**src/rtl/b2bcd_pkg.sv**
```systemverilog
// ----------------------------------------------------------------------------
// b2bcd_pkg
// Shared request types and double dabble constants for the 128-bit
// binary to BCD converter.
// ----------------------------------------------------------------------------
`default_nettype none

package b2bcd_pkg;

  // Width of one BCD digit.
  localparam int unsigned DigitW = 4;

  // A digit at or above this limit is corrected before the next shift.
  localparam logic [DigitW-1:0] DabbleLimit = 4'd5;
  localparam logic [DigitW-1:0] DabbleAdd   = 4'd3;

  // Shift-and-correct steps done in one pipeline stage.
  localparam int unsigned StepsPerStage = 8;

  typedef struct packed {
    logic [63:0] value_high;
    logic [63:0] value_low;
  } in_req_t;

  typedef struct packed {
    logic [3:0] digit;
    logic       last_digit;
  } out_req_t;

endpackage : b2bcd_pkg

`default_nettype wire

```
**src/rtl/b2bcd_stage.sv**
```systemverilog
// ----------------------------------------------------------------------------
// b2bcd_stage
// One pipeline stage of the converter: a fixed number of shift-and-add-3
// steps on the digit register, then a stage register with a valid bit.
// ----------------------------------------------------------------------------
`default_nettype none

module b2bcd_stage
  import b2bcd_pkg::*;
#(
  parameter int unsigned ValW       = 128,
  parameter int unsigned DigitCount = 39
) (
  input  wire logic                         clk_i,
  input  wire logic                         rst_ni,
  input  wire logic                         valid_i,
  output logic                              ready_o,
  input  wire logic [ValW-1:0]              value_i,
  input  wire logic [DigitCount*DigitW-1:0] digits_i,
  output logic                              valid_o,
  input  wire logic                         ready_i,
  output logic [ValW-1:0]                   value_o,
  output logic [DigitCount*DigitW-1:0]      digits_o
);

  localparam int unsigned BcdW = DigitCount * DigitW;

  logic            valid_q;
  logic [ValW-1:0] value_d, value_q;
  logic [BcdW-1:0] digits_d, digits_q;

  // Each step corrects every digit, then shifts the next value bit in at
  // the least significant digit. The carry out of the top digit is dropped.
  always_comb begin
    logic [BcdW-1:0] bcd;
    logic [ValW-1:0] val;
    bcd = digits_i;
    val = value_i;
    for (int s = 0; s < StepsPerStage; s++) begin
      for (int j = 0; j < DigitCount; j++) begin
        if (bcd[j*DigitW +: DigitW] >= DabbleLimit) begin
          bcd[j*DigitW +: DigitW] = bcd[j*DigitW +: DigitW] + DabbleAdd;
        end
      end
      bcd = {bcd[BcdW-2:0], val[ValW-1]};
      val = {val[ValW-2:0], 1'b0};
    end
    digits_d = bcd;
    value_d  = val;
  end

  assign ready_o = !valid_q || ready_i;

  always_ff @(posedge clk_i or negedge rst_ni) begin
    if (!rst_ni) begin
      valid_q <= 1'b0;
    end else if (ready_o) begin
      valid_q <= valid_i;
    end
  end

  always_ff @(posedge clk_i) begin
    if (ready_o && valid_i) begin
      value_q  <= value_d;
      digits_q <= digits_d;
    end
  end

  assign valid_o  = valid_q;
  assign value_o  = value_q;
  assign digits_o = digits_q;

endmodule : b2bcd_stage

`default_nettype wire

```
**config.mk**
```make
export PLATFORM = sky130hd
export DESIGN_NAME = b2bcd_stage
export DESIGN_NICKNAME = d
export VERILOG_FILES = /design/src/rtl/b2bcd_pkg.sv /design/src/rtl/b2bcd_stage.sv
export SDC_FILE = /design/constraint.sdc
export NUM_CORES = 2
export LEC_CHECK = 0
export ABC_AREA = 1
export ABC_CLOCK_PERIOD_IN_PS = 15830
export BUFFER_PORTS_ARGS = -buffer_cell sky130_fd_sc_hd__buf_4
export CELL_PAD_IN_SITES_DETAIL_PLACEMENT = 0
export CELL_PAD_IN_SITES_GLOBAL_PLACEMENT = 1
export CORE_MARGIN = 4
export CORE_UTILIZATION = 40
export CTS_CLUSTER_DIAMETER = 80
export DETAILED_ROUTE_END_ITERATION = 16
export HOLD_SLACK_MARGIN = 0.06
export PLACE_DENSITY_LB_ADDON = 0.1
export SKIP_LAST_GASP = 1
export SLEW_MARGIN = 20
export SYNTH_ARGS = -nofsm -noshare
export SYNTH_HDL_FRONTEND = slang
export SYNTH_SLANG_ARGS = --single-unit
```
**constraint.sdc**
```tcl
create_clock -name clk_i -period 15.83 [get_ports clk_i]
set_input_delay 1.583 -clock clk_i [delete_from_list [all_inputs] [get_ports clk_i]]
set_output_delay 1.583 -clock clk_i [all_outputs]
set_load 0.1 [all_outputs]
```
# == Word level (Yosys, flattened, before mapping) ==
# Index checks and enable logic that the tools add are counted.
# totals
elab_cells,942
output_inout_bits,286
register_bits,277
# op_classes
muxes,312
n_lt_le_gt_ge,312
n_reduce_logical,3
addsub,312
# op_table
cell,n
">= comparator 4 x 3 -> 1 bit, second input constant",312
"adder 4 x 2 -> 4 bit, second input constant",304
two-way mux 4 bit,304
"adder 3 x 2 -> 3 bit, second input constant",8
two-way mux 3 bit,8
logical AND 1 bit,1
logical NOT 1 bit,1
logical OR 1 bit,1

# == Depth between registers and ports, before layout ==
# logic_depth
word_depth,16
ltp_mapped,60

# == Worst setup path after synthesis ==
# Ideal clock, no wire load.
# synth_path
path_type,input-to-reg
start,input port valid_i
end,"register digits_q[0], in the netlist digits_o[0] (enable)"
arrival_time_ps,14856
stages,2
setup_time_ps,1002
n_path_buf,0
path_slack_ps,-28
t_required_ps,14828
path_cell_list,inv_1 > a21oi_1
# synth_via
elab_chain_cells,1
# synth_rtl
element,line_no,text
"start, declared",b2bcd_stage.sv:16,"input wire logic valid_i,"
logical AND 1 bit,b2bcd_stage.sv:63,if (ready_o && valid_i) begin
"end signal, assigned",b2bcd_stage.sv:65,digits_q <= digits_d;
"end, declared",b2bcd_stage.sv:30,"logic [BcdW-1:0] digits_d, digits_q;"
# Every way passes these cells.
# A chain may end at the register's enable or synchronous reset.

# == Worst setup path in the final report ==
# layout_path
start,input port digits_i[149]
end,"register digits_q[153], in the netlist digits_o[153] (data pin)"
# layout_via
elab_chain_cells,16
elab_cells_between_ends,42
cone_classes,add/sub (14); order compare (14); mux (14)
# layout_rtl
element,line_no,text
"start, declared",b2bcd_stage.sv:19,"input wire logic [DigitCount*DigitW-1:0] digits_i,"
adder 4 x 2 -> 4 bit or >= comparator 4 x 3 -> 1 bit (tied branches),"b2bcd_stage.sv:42, b2bcd_stage.sv:41",
two-way mux 4 bit (*),b2bcd_stage.sv:41,if (bcd[j*DigitW +: DigitW] >= DabbleLimit) begin
adder 4 x 2 -> 4 bit (tied with other cells),b2bcd_stage.sv:42,bcd[j*DigitW +: DigitW] = bcd[j*DigitW +: DigitW] + DabbleAdd;
two-way mux 4 bit or two-way mux 3 bit (tied branches),b2bcd_stage.sv:41,
>= comparator 4 x 3 -> 1 bit (tied with other cells),b2bcd_stage.sv:41,
two-way mux 4 bit or two-way mux 3 bit (tied branches),b2bcd_stage.sv:41,
adder 4 x 2 -> 4 bit (tied with other cells),b2bcd_stage.sv:42,
two-way mux 4 bit or two-way mux 3 bit (tied branches),b2bcd_stage.sv:41,
adder 4 x 2 -> 4 bit (tied with other cells),b2bcd_stage.sv:42,
two-way mux 4 bit or two-way mux 3 bit (tied branches),b2bcd_stage.sv:41,
>= comparator 4 x 3 -> 1 bit (tied with other cells),b2bcd_stage.sv:41,
two-way mux 4 bit or two-way mux 3 bit (tied branches),b2bcd_stage.sv:41,
adder 4 x 2 -> 4 bit (tied with other cells),b2bcd_stage.sv:42,
two-way mux 4 bit or two-way mux 3 bit (tied branches),b2bcd_stage.sv:41,
>= comparator 4 x 3 -> 1 bit or adder 3 x 2 -> 3 bit (tied branches),"b2bcd_stage.sv:41, b2bcd_stage.sv:42",
two-way mux 3 bit (*),b2bcd_stage.sv:41,
net digits_d[153],b2bcd_stage.sv:30,
# The timed path passes the listed nets; every way through them passes the cells marked *.

==> results_dict.tcl <==
set metrics [dict create \
    slew_headroom_pct 33.7 \
    met2_length_mm 45.1 \
    cts_buffers 39 \
    final_layout_size_suffix_gt1_share_pct 24.3 \
    m1WireLength_mm 43.3 \
    grt_usage_pct 17.5 \
    ys_seq_area_share_pct 20.7 \
    status "finished, final reports clean" \
    fill_cells 10200 \
    via_per_inst 4.79 \
    start_util_pct 40.2 \
    die_w_um 325 \
    synthArstFlopShare_pct 0.361 \
    setup_viol 0 \
    drc_errors 0 \
    initialDrtViolationCount 1349 \
    clock-sinks 277 \
    fin_crit_ps 7330 \
    io_buffers 565 \
    synth_area_per_cell_um2 6.43 \
    layout.nets 7384 \
    synth_edf_count 276 \
    period_share_pct 46.3 \
    finClkSkew_ps 17.3 \
    globalplace.congestion 0.825 \
    crit_path_top_delay_cell "or2_2" \
    cts_max_level 2 \
    cts_tree "built" \
    worst_slew_pin_slew_ps 994 \
    synthDistinctLibCells 48 \
    fmax_mhz 136 \
    finalHoldViolations 0 \
    wl_per_cell_um 11.6 \
    io_pins 574 \
    critPathMaxStageDelay_ps 270 \
    setup-tns-final_ps 0 \
    core_um2 100000 \
    antenna_found_initial 14 \
    cp.required_ps 16170 \
    grt_pass1_vias 36000 \
    postSynthCellCount 6254 \
    dr.pass1.iters 5 \
    clk_pin_slew_ps 60 \
    post-dp-hpwl_mm 81.2 \
    overflow 0 \
    slew_violations 0 \
    hold_path.class "register to register" \
    syn_to_final_growth_pct 18.0 \
    critPathMaxFanout 4 \
    grt_start_max_net_pins 144 \
    hold_start "valid_o" \
    rsz0062_at_grt "no" \
    cp-startpoint "digits_i[149]" \
    cts_hold_buf 0 \
    vias 39200 \
    post_cts_buffers 0 \
    ant_nets 0 \
    die_y_um 325 \
    worst_path_most_repeated_cell "nand2_1" \
    die_area_um2 106000 \
    worstSetupPathType "input port to register" \
    cts_root_buffer "clkbuf_16" \
    rr_worst_depth 3 \
    grt_pass1_wl_mm 161 \
    synth-seq-cells 277 \
    clock_latency_ps 600 \
    top_layer "met5" \
    crit-reg2reg-launch "valid_o" \
    rows 116 \
    drt-total-wl_mm 95.3 \
    startpoint_type "input port" \
    cp-end-kind "register" \
    cp.arrival_ps 7670 \
    ys.flop_type "edfxtp_1" \
    wl_met3_mm 4.86 \
    whs_path_depth 2 \
    cts_resized 0 \
    drv_cap 0 \
    ys_warn_count 0 \
    ctsLongestPathBuffers 3 \
    rrSetupSlack_ps 13080 \
    synth_area_um2 40200 \
]
## path summary, 6_finish.rpt
| path | endpoint |
|---|---|
| worst max-delay path | digits_o[153] |
| worst min-delay path | valid_o |
| worst max register to register | digits_o[22] |
| worst min register to register | valid_o |
| max in group asynchronous | valid_o |
| min in group asynchronous | valid_o |
## cells in the mapped netlist (12+ instances only)
cell type | instances | area (um^2)
a21oi_1 | 32 | 160
nand2_4 | 31 | 349
nand3b_1 | 58 | 435
nor2_1 | 50 | 188
and2_1 | 22 | 138
nand3_2 | 252 | 2520
nand3_1 | 693 | 3470
a21oi_2 | 12 | 105
edfxtp_1 | 276 | 8290
inv_2 | 108 | 405
o21ai_1 | 83 | 415
nand4_1 | 203 | 1270
xor2_2 | 27 | 439
nand2_1 | 2303 | 8640
inv_1 | 939 | 3520
xor2_1 | 74 | 648
nand2_2 | 417 | 2610
ha_1 | 234 | 2930
o21ai_2 | 130 | 1140
a21o_1 | 61 | 458
o211ai_1 | 31 | 233
xnor2_1 | 23 | 201
nand3_4 | 12 | 210
o21ai_0 | 87 | 435
o21bai_1 | 17 | 128
## critical path: cells and delay by family
kind                       cells  cell delay, ps
and+or+nand+nor               36            3630
adders and majority gates      8            1460
buffers and inverters         15            1000
## final cells by class
| class | count | area [um^2] | share of cell area (%) |
|---|---|---|---|
| antenna | 8 | 20.0 | 0.0422 |
| clock buffer | 42 | 987 | 2.08 |
| clock inverter | 30 | 352 | 0.741 |
| inverter | 1050 | 3940 | 8.31 |
| multi-input combinational | 4926 | 27900 | 58.9 |
| sequential | 277 | 8310 | 17.5 |
| tap | 1298 | 1620 | 3.42 |
| timing repair buffer | 568 | 4280 | 9.01 |
## placed cells by master (no fill, tap or decap), drive strengths merged, types with 17 or more instances in the layout
master / Yosys / layout
clkbuf: 0 / 42
nand3b: 58 / 58
xnor2: 27 / 27
nand2: 2751 / 2751
o21bai: 17 / 17
inv: 1048 / 1058
nand3: 957 / 957
nand4: 204 / 204
edfxtp: 276 / 276
nor2: 62 / 62
ha: 234 / 234
and2: 26 / 26
a21o: 61 / 61
o211ai: 31 / 31
a21oi: 44 / 44
buf: 8 / 568
xor2: 109 / 109
o21ai: 309 / 309
## layer usage
metal / vias up / track usage (%)
met2: 433 / 31.3
met5: - / 0
li1: 21500 / -
met1: 17200 / 21.4
met3: 113 / 3.83
met4: 10 / 4.22
## kinds of logic after synthesis
kind of cell    share of synthesized area (%)
simple gates                             49.9
buf+inv                                  9.95
compound gates                           8.28
flops                                    20.7
fa+ha+maj                                7.28
xor+xnor                                 3.91
other cells                           0.00932
mux                                    0.0249
## state kept, by name, summed over array words and instances (netlist names)
register / count
valid_o: 1
value_o: 120
digits_o: 156
## stage by stage
stage          utilization [%]  area, um^2  hold slack, ps  instances  setup WS, ps
5_1_grt                   47.5       47500             661       8194          7500
3_3_place_gp              46.1       46100             574       8119          8130
6_report                  47.5       47500             603       8199          8500
2_1_floorplan                -       40300            1290       6261          5680
3_5_place_dp              46.1       46100             592       8119          7950
4_1_cts                   47.4       47400             609       8191          8580
Power is not shown: default switching activity piles up to over one toggle a cycle in this logic, so the estimate is an artifact.
