$ cat config.mk
export PLATFORM = sky130hd
export DESIGN_NAME = b2bcd_emit
export DESIGN_NICKNAME = d
export VERILOG_FILES = /design/src/rtl/b2bcd_pkg.sv /design/src/rtl/b2bcd_emit.sv
export SDC_FILE = /design/constraint.sdc
export NUM_CORES = 1
export LEC_CHECK = 0
export ABC_AREA = 1
export BUFFER_PORTS_ARGS = -buffer_cell sky130_fd_sc_hd__buf_2
export CAP_MARGIN = 5
export CELL_PAD_IN_SITES_DETAIL_PLACEMENT = 0
export CELL_PAD_IN_SITES_GLOBAL_PLACEMENT = 1
export CORE_MARGIN = 3
export CORE_UTILIZATION = 44
export CTS_CLUSTER_DIAMETER = 60
export DETAILED_ROUTE_END_ITERATION = 10
export PLACE_DENSITY_LB_ADDON = 0.1
export SLEW_MARGIN = 20
export SYNTH_ARGS = -nofsm -noshare
export SYNTH_HDL_FRONTEND = slang
export SYNTH_SLANG_ARGS = --single-unit
$ cat constraint.sdc
create_clock -name clk_i -period 7.2 [get_ports clk_i]
set_clock_uncertainty 0.2 [all_clocks]
set_input_delay 1.08 -clock clk_i [delete_from_list [all_inputs] [get_ports clk_i]]
set_output_delay 1.08 -clock clk_i [all_outputs]
set_load 0.01 [all_outputs]
$ cat src/rtl/b2bcd_pkg.sv
// ----------------------------------------------------------------------------
// b2bcd_pkg
// Shared request types and double dabble constants for the 128-bit
// binary to BCD converter.
// ----------------------------------------------------------------------------
`default_nettype none

package b2bcd_pkg;

  // Width of one BCD digit.
  localparam int unsigned DigitW = 4;

  // A digit at or above this limit is corrected before the next shift.
  localparam logic [DigitW-1:0] DabbleLimit = 4'd5;
  localparam logic [DigitW-1:0] DabbleAdd   = 4'd3;

  // Shift-and-correct steps done in one pipeline stage.
  localparam int unsigned StepsPerStage = 8;

  typedef struct packed {
    logic [63:0] value_high;
    logic [63:0] value_low;
  } in_req_t;

  typedef struct packed {
    logic [3:0] digit;
    logic       last_digit;
  } out_req_t;

endpackage : b2bcd_pkg

`default_nettype wire

$ cat src/rtl/b2bcd_emit.sv
// ----------------------------------------------------------------------------
// b2bcd_emit
// Digit serializer: takes a finished digit register, walks it from the most
// significant digit down, skips leading zeros and feeds an output register.
// ----------------------------------------------------------------------------
`default_nettype none

module b2bcd_emit
  import b2bcd_pkg::*;
#(
  parameter int unsigned DigitCount = 39
) (
  input  wire logic                         clk_i,
  input  wire logic                         rst_ni,
  input  wire logic                         valid_i,
  output logic                              ready_o,
  input  wire logic [DigitCount*DigitW-1:0] digits_i,
  output logic                              out_valid_o,
  input  wire logic                         out_stall_i,
  output out_req_t                          out_req_o
);

  localparam int unsigned BcdW = DigitCount * DigitW;
  localparam int unsigned CntW = $clog2(DigitCount);

  logic              busy_q;
  logic              started_q;
  logic [CntW-1:0]   cnt_q;
  logic [BcdW-1:0]   digits_q;
  logic              out_valid_q;
  out_req_t          out_req_q;

  logic [DigitW-1:0] head;
  logic              last_pos;
  logic              out_free;
  logic              emit;
  logic              advance;

  assign head     = digits_q[BcdW-1 -: DigitW];
  assign last_pos = (cnt_q == CntW'(DigitCount - 1));
  assign out_free = !out_valid_q || !out_stall_i;

  // The least significant digit is always sent, so a zero value gives one 0.
  assign emit    = busy_q && (started_q || (head != '0) || last_pos);
  // Leading zeros are dropped without waiting for the output register.
  assign advance = busy_q && (!emit || out_free);

  assign ready_o = !busy_q;

  always_ff @(posedge clk_i or negedge rst_ni) begin
    if (!rst_ni) begin
      busy_q      <= 1'b0;
      started_q   <= 1'b0;
      cnt_q       <= '0;
      out_valid_q <= 1'b0;
    end else begin
      if (!busy_q && valid_i) begin
        busy_q    <= 1'b1;
        started_q <= 1'b0;
        cnt_q     <= '0;
      end else if (advance) begin
        if (emit) begin
          started_q <= 1'b1;
        end
        if (last_pos) begin
          busy_q <= 1'b0;
          cnt_q  <= '0;
        end else begin
          cnt_q <= cnt_q + 1'b1;
        end
      end
      if (out_free) begin
        out_valid_q <= emit;
      end
    end
  end

  always_ff @(posedge clk_i) begin
    if (!busy_q && valid_i) begin
      digits_q <= digits_i;
    end else if (advance) begin
      digits_q <= {digits_q[BcdW-DigitW-1:0], {DigitW{1'b0}}};
    end
    if (out_free && emit) begin
      out_req_q.digit      <= head;
      out_req_q.last_digit <= last_pos;
    end
  end

  assign out_valid_o = out_valid_q;
  assign out_req_o   = out_req_q;

endmodule : b2bcd_emit

`default_nettype wire

# Yosys cells after proc, flatten, opt, wreduce, memory -nomap -nowiden
# Cells that the tools add are included.
[classes] addsub=1 n_eq_ne=1 muxes=11 reduce_logical=18
[ops] op="two-way mux 156 bit" count=2
[ops] op="two-way mux 6 bit" count=3
[ops] op="adder 6 x 1 -> 6 bit, second input constant" count=1
[ops] op="equality test 6 bit, second input constant" count=1
[ops] op="two-way mux 1 bit" count=6
[ops] op="nonzero test 2 bit" count=3
[ops] op="logical AND 1 bit" count=4
[ops] op="logical NOT 1 bit" count=4
[ops] op="logical OR 1 bit" count=4
[ops] op="AND reduction 2 bit" count=2
[ops] op="nonzero test 4 bit" count=1
[totals] ff_bits=170 inputBits=160 output_inout_bits=7

# Logic depth before layout (Yosys ltp)
# Gate-level depths: netlist of the first run.
[depth] ltp_word=9 ltp_mapped=10

# Least setup slack after synthesis of the first run
# No wires, ideal clock.
[synth_path] path_kind="input to register" start="input valid_i" end="register digits_q[0], enable pin" setup_ns=0.509 t_arrival_ns=4.547 required_time_ns=6.491 slack_ns=1.944 cell_stages=4 n_path_buf=1 path_cell_list="or2_2 clkbuf_1 nand2_4 inv_1"
[synth_via] elab_chain_cells=2
[synth_rtl] element="start, declared" line_no="b2bcd_emit.sv:15" text="input wire logic valid_i,"
[synth_rtl] element="logical AND 1 bit" line_no="b2bcd_emit.sv:79" text="if (!busy_q && valid_i) begin"
[synth_rtl] element="nonzero test 2 bit (no source line)"
[synth_rtl] element="end signal, assigned" line_no="b2bcd_emit.sv:80" text="digits_q <= digits_i;"
[synth_rtl] element="end signal, assigned" line_no="b2bcd_emit.sv:82" text="digits_q <= {digits_q[BcdW-DigitW-1:0], {DigitW{1'b0}}};"
[synth_rtl] element="end, declared" line_no="b2bcd_emit.sv:29" text="logic [BcdW-1:0] digits_q;"
# No other way between the ends.
# A chain may end at the register's enable or synchronous reset.

# Worst setup path after layout of the first run
[layout_path] start="input valid_i" end="register digits_q[145], data pin"
[layout_via] elab_chain_cells=2
[layout_rtl] element="logical AND 1 bit" line_no="b2bcd_emit.sv:79"
[layout_rtl] element="two-way mux 156 bit" line_no="b2bcd_emit.sv:79"
# No other way between the ends.

==> results.py, run 1 <==
metrics = {
    "clock_tree": {
        "insertion_delay_ns": 0.41,
        "clkSinkCount": 170,
        "htree_num_levels": 4,
        "cts_buffer_depth": 2,
        "post_cts_buffers": 0,
        "cts-root-buf": "clkbuf_16",
        "path_clk_slew_ns": 0.06,
        "cts_tree": "done",
        "ctsResizeCount": 0,
        "cts_buffers": 17,
        "cts_hold_buf": 0,
    },
    "grt": {
        "antenna_found_initial": 1,
        "grt_pass1_wl_mm": 24.8,
        "grt_max_degree": 109,
        "grt.overflow.total": 0,
        "grt_pass1_vias": 5216,
        "grt_use_total": 0.171,
    },
    "final_layout": {
        "fillers": 1529,
        "syn2layout_area_growth_pct": 20.0,
        "final_common_cell": "nand2_1",
        "most-common-layout-cells": "nand2_1, buf_2, edfxtp_1, nor2_1, clkbuf_16",
        "drive_above_1_share": 0.217,
        "regArea_sq_um": 5060,
        "finalNetCount": 1065,
        "multi_input_area_sq_um": 2050,
        "design_area_sq_um": 8840,
    },
    "placed_design": {
        "gp_congestion": 0.823,
        "dp_hpwl_mm": 9.86,
        "port_buffers": 166,
        "dpl_cell_area_sq_um": 8310,
    },
    "setup_path": {
        "critPathRequiredTime_ns": 7.28,
        "endpoint_kind": "flip-flop",
        "worst-setup-path-type": "in -> reg",
        "ff2ff_path_depth": 10,
        "path_cells": "buf_2, nand2_4, inv_4, buf_4, nand2_1, nand2_1",
        "cp.arrival_ns": 3.51,
        "critPathSlowestCell": "buf_4",
        "cp_max_fo": 108,
        "cp-endpoint": "digits_q[145]",
        "rr_endpoint": "digits_q[135]",
        "regToRegStartpoint": "cnt_q[0]",
        "cp_common_cell": "nand2_1",
        "r2r_setup_slack_ns": 3.77,
        "slowest_delay_ns": 0.89,
        "cp-startpoint": "valid_i",
        "crit_path_start_kind": "input pin",
    },
    "route": {
        "routed_via_density": 4.67,
        "firstDrtPassIters": 4,
        "routed_wirelength_mm": 15.6,
        "wl_per_cell_microns": 13.7,
        "drc": 0,
        "vias": 5293,
        "drtIter0Drc": 339,
        "antenna_left": 0,
    },
    "power_and_ir_drop": {
        "p_leak_nw": 4.25,
        "pwr_density_cell_nw_per_um2": 430,
        "power_mw": 3.80,
        "peakVddDrop_v": 0.000190,
    },
    "run": {
        "drv_cap": 0,
    },
    "die": {
        "die_area_sq_um": 18300,
        "die_x_microns": 135,
        "coreArea_sq_um": 16100,
        "dieHeight_microns": 135,
        "row_count": 46,
        "io-pin-count": 167,
        "initial_utilization": 0.457,
    },
    "timing": {
        "hold_violations": 0,
        "setup_tns_ns": 0,
        "finalCritPeriodShare": 0.478,
        "period_minus_slack_ns": 3.44,
        "max_freq_mhz": 291,
        "finalSetupViolations": 0,
        "relSlewSlack": 0.298,
        "worst_pin_slew_ns": 1.05,
        "rsz0062_at_grt": "no",
        "finalMaxSlewViolations": 0,
    },
    "yosys": {
        "yosys_warnings": 0,
        "synth_seq_cells": 170,
        "avgSynthCellArea_sq_um": 9.81,
        "syn_inst": 751,
        "syn-num-nets": 913,
        "syn_area_sq_um": 7360,
        "synth.yosys.seq_area_share": 0.687,
        "yosys.cell_types.count": 20,
    },
    "worst_hold_path": {
        "hold_path_class": "reg -> reg",
    },
    "status": {
        "status": "finished clean",
    },
}
registers in the layout (all words and copies together), names as in the netlist:
| signal | count |
|---|---|
| digits_q | 156 |
| busy_q | 1 |
| out_valid_o | 1 |
| out_req_o | 5 |
| cnt_q | 6 |
| started_q | 1 |
per-layer routing:
metal / vias to the layer above / GRT usage / share of wire
met5: - / 0 / 0.00045
met4: 2 / 0.0571 / 0.011
met3: 14 / 0.0409 / 0.054
met2: 141 / 0.269 / 0.48
met1: 2431 / 0.237 / 0.46
li1: 2705 / - / -
critical path: cells and delay by family:
kind / cells / cell delay (ns)
buf+inv: 3 / 1.61
simple gates: 3 / 0.72
kinds of logic (layout without fill, tap and decap cells):
family / count (synthesis) / in the layout / synth area share
and+or+nand+nor: 522 / 522 / 0.273
other: 0 / 1 / 0
DFF: 170 / 170 / 0.687
AOI/OAI and AO/OA: 3 / 3 / 0.00255
buffers and inverters: 54 / 219 / 0.0343
adders and majority gates: 2 / 2 / 0.00340
report_power, final:
group          total (mW)  switching [mW]  internal [mW]
sequential           2.00           0.159           1.84
combinational       0.968           0.661          0.307
clock               0.830           0.346          0.484
cells in the mapped netlist (all sizes together):
cell type / count / area share
nor2: 17 / 0.0087
o211ai: 1 / 0.0010
inv: 18 / 0.0092
o22ai: 1 / 0.00085
ha: 2 / 0.0034
clkbuf: 5 / 0.0025
nand2: 490 / 0.25
nand3: 12 / 0.0099
edfxtp: 161 / 0.66
dfrtp: 9 / 0.031
nor3: 1 / 0.00068
nand4: 1 / 0.00085
buf: 31 / 0.023
or2: 1 / 0.00085
o21ai: 1 / 0.00068
worst min path at each step:
stage                        startpoint  depth (start not counted)  slack [ns]      endpoint
after floorplan           digits_q[152]                          0        0.23  out_req_o[1]
after global placement    digits_q[155]                          0        0.24  out_req_o[4]
after detailed placement  digits_q[155]                          0        0.25  out_req_o[4]
after CTS                 digits_q[152]                          0        0.26  out_req_o[1]
after global routing      digits_q[152]                          0        0.27  out_req_o[1]
final                     digits_q[153]                          0        0.26  out_req_o[2]
layout make-up:
cell class	count	share of cell area
clock inverters	5	0.00566
inverters	18	0.00850
multi-input cells	527	0.232
flip-flops and latches	170	0.573
clock buffers	27	0.0535
diodes	1	0.000283
well taps	216	0.0306
repair buffers	169	0.0966
metrics by stage:
stage | setup WS [ns] | hold slack, ns | std cells | util
6_report | 3.76 | 0.257 | 1133 | 0.548
5_1_grt | 3.46 | 0.272 | 1132 | 0.548
4_1_cts | 3.72 | 0.261 | 1132 | 0.548
3_5_place_dp | 3.27 | 0.245 | 1100 | 0.516
3_3_place_gp | 3.29 | 0.241 | 1100 | 0.516
2_1_floorplan | 1.94 | 0.226 | 751 | -
Note: power is estimated with default switching activity, not from simulation.
==> inputs of run 2 (changes only) <==
- ABC_AREA: 1 -> 0
- CORE_UTILIZATION: 44 -> 45
- clock period: 7.2 -> 3.3 ns (I/O delays scaled with it)
==> run 2 against run 1 <==
Effect of this change: power is 49% higher; synthesized area is 2.6% lower; die area is 4.6% lower; combinational power is 30% lower; critical endpoint is now digits_q[65]; largest cell class unchanged.
==> results.py, run 2 <==
metrics = {
    "final_layout": {
        "most-common-layout-cells": "buf_2, edfxtp_1, mux2_2, clkbuf_16, mux2_1",
        "syn2layout_area_growth_pct": 24.5,
        "design_area_sq_um": 8930,
        "multi_input_area_sq_um": 2020,
        "final_common_cell": "buf_2",
        "fillers": 1231,
        "regMostFlops": "digits_q",
        "finalNetCount": 727,
        "largest_register_ffs": 156,
        "drive_above_1_share": 0.599,
        "regArea_sq_um": 5060,
        "fin_cells": 792,
    },
    "placed_design": {
        "dpl_cell_area_sq_um": 8310,
        "pre_cts_slack_ns": 0.690,
        "gp_congestion": 0.761,
        "port_buffers": 166,
        "dp_hpwl_mm": 9.00,
        "dp.cells": 756,
    },
    "route": {
        "antenna_left": 0,
        "drc": 0,
        "firstDrtPassIters": 4,
        "routed_via_density": 4.96,
        "wl_per_cell_microns": 16.5,
        "vias": 3931,
        "routed_wirelength_mm": 13.1,
        "drtIter0Drc": 248,
    },
    "power_and_ir_drop": {
        "power_mw": 5.65,
        "p_leak_nw": 3.40,
        "pwr_density_cell_nw_per_um2": 633,
        "peakVddDrop_v": 0.000355,
    },
    "yosys": {
        "async_reset_ff_frac": 0.0529,
        "synth_area_leaders": "edfxtp_1, mux2_2, dfrtp_1",
        "synth.yosys.seq_area_share": 0.706,
        "synth_top_cell_area_share": 0.674,
        "synth_seq_cells": 170,
        "synthMostInstantiatedCell": "edfxtp_1",
        "yosys_most_used_dff": "edfxtp_1",
        "syn_inst": 391,
        "synth_common_cells": "edfxtp_1, mux2_2, buf_2, mux2_1, nand2_1",
        "yosys_warnings": 0,
        "synth-edff-count": 161,
        "synth_largest_area_cell": "edfxtp_1",
        "syn_area_sq_um": 7170,
        "avgSynthCellArea_sq_um": 18.3,
        "syn-num-nets": 553,
        "yosys.cell_types.count": 33,
    },
    "timing": {
        "timing.final.ws_setup_ns": 0.721,
        "finalCritPeriodShare": 0.781,
        "hold_violations": 0,
        "max_freq_mhz": 388,
        "finalMaxSlewViolations": 0,
        "rsz0062_at_grt": "no",
        "relSlewSlack": 0.664,
        "setup_tns_ns": 0,
        "period_minus_slack_ns": 2.58,
        "finalSetupViolations": 0,
        "worst_pin_slew_ns": 0.502,
    },
    "run": {
        "drv_cap": 0,
    },
    "die": {
        "die_x_microns": 132,
        "initial_utilization": 0.467,
        "coreArea_sq_um": 15400,
        "row_count": 45,
        "die_area_sq_um": 17500,
        "dieHeight_microns": 132,
        "io-pin-count": 167,
    },
    "grt": {
        "grt.overflow.total": 0,
        "met1_usage": 0.192,
        "antenna_found_initial": 6,
        "grt_max_degree": 81,
        "grt_use_met3": 0.0653,
        "grt_pass1_vias": 4210,
        "grt_pass1_wl_mm": 20.9,
        "grt_use_total": 0.152,
        "grt.busiest_layer": "met2",
        "use_met2": 0.230,
    },
    "clock_tree": {
        "cts_buffer_depth": 2,
        "path_clk_slew_ns": 0.06,
        "cts-root-buf": "clkbuf_16",
        "ctsResizeCount": 0,
        "cts_buffers": 17,
        "clkSinkCount": 170,
        "insertion_delay_ns": 0.42,
        "cts_tree": "done",
        "htree_num_levels": 4,
    },
    "status": {
        "status": "finished clean",
    },
    "setup_path": {
        "cp.arrival_ns": 2.49,
        "cp_max_fo": 35,
        "worst-setup-path-type": "reg -> reg",
        "slowest_delay_ns": 0.56,
        "crit_path_start_kind": "flip-flop",
        "endpoint_kind": "flip-flop",
        "critPathRequiredTime_ns": 3.21,
        "critPathSlowestCell": "or4_4",
        "path_cells": "or4_4, nor2_4, a21o_1, a21o_4, buf_4",
    },
    "worst_hold_path": {
        "hold_path_class": "in -> reg",
    },
}
## run 2: worst paths after layout
kind	slack, ns	endpoint	cells past startpoint	start
min in group asynchronous	0.27	out_valid_o	2	rst_ni
worst max register to register	0.72	digits_q[65]	5	digits_q[152]
worst min register to register	0.26	out_req_o[3]	0	digits_q[154]
worst max-delay path	0.72	digits_q[65]	5	digits_q[152]
max in group asynchronous	2.43	cnt_q[2]	2	rst_ni
worst min-delay path	0.15	digits_q[2]	2	digits_i[2]
## run 2: power breakdown
part           switching, mW  total [mW]  internal, mW  leakage [nW]
Sequential             0.122        2.95          2.83          1.68
Clock                  0.775        2.02          1.25         0.288
Combinational          0.296       0.674         0.378          1.43
## run 2: layout make-up
| type | instances | area share |
|---|---|---|
| sequential | 170 | 0.567 |
| antenna | 3 | 0.000841 |
| tap | 211 | 0.0296 |
| clock inverter | 7 | 0.0129 |
| clock buffer | 25 | 0.0544 |
| timing repair buffer | 174 | 0.107 |
| inverter | 4 | 0.00168 |
| multi-input combinational | 198 | 0.227 |
## run 2: cells by family after synthesis
| family | count (synthesis) | synth area share |
|---|---|---|
| compound gates | 15 | 0.0148 |
| simple gates | 28 | 0.0218 |
| flops | 170 | 0.706 |
| fa+ha+maj | 2 | 0.00349 |
| buf+inv | 23 | 0.0141 |
| mux | 153 | 0.240 |
## run 2: critical path: cells and delay by family, from the launching register on
kind	cells	cell delay, ns
simple gates	2	0.70
compound gates	2	0.64
flops	1	0.39
buf+inv	1	0.32
## run 2: metrics by stage
step | hold WS, ns | utilization
3_5_place_dp | 0.174 | 0.541
4_1_cts | 0.133 | 0.580
2_1_floorplan | -0.000591 | -
3_3_place_gp | 0.169 | 0.541
5_1_grt | 0.148 | 0.581
6_report | 0.152 | 0.581
## run 2: metal layers
| layer | vias to the layer above | routed length [microns] | share of wire |
|---|---|---|---|
| met3 | 30 | 1040 | 0.079 |
| met5 | - | 45 | 0.0034 |
| li1 | 1876 | - | - |
| met2 | 116 | 5960 | 0.46 |
| met1 | 1901 | 5780 | 0.44 |
| met4 | 8 | 249 | 0.019 |
## run 2: timing repair
action | in CTS | in global routing
buffers inserted | 0 | 0
endpoints found under the hold margin | 9 | 0
hold buffers | 1 | 0
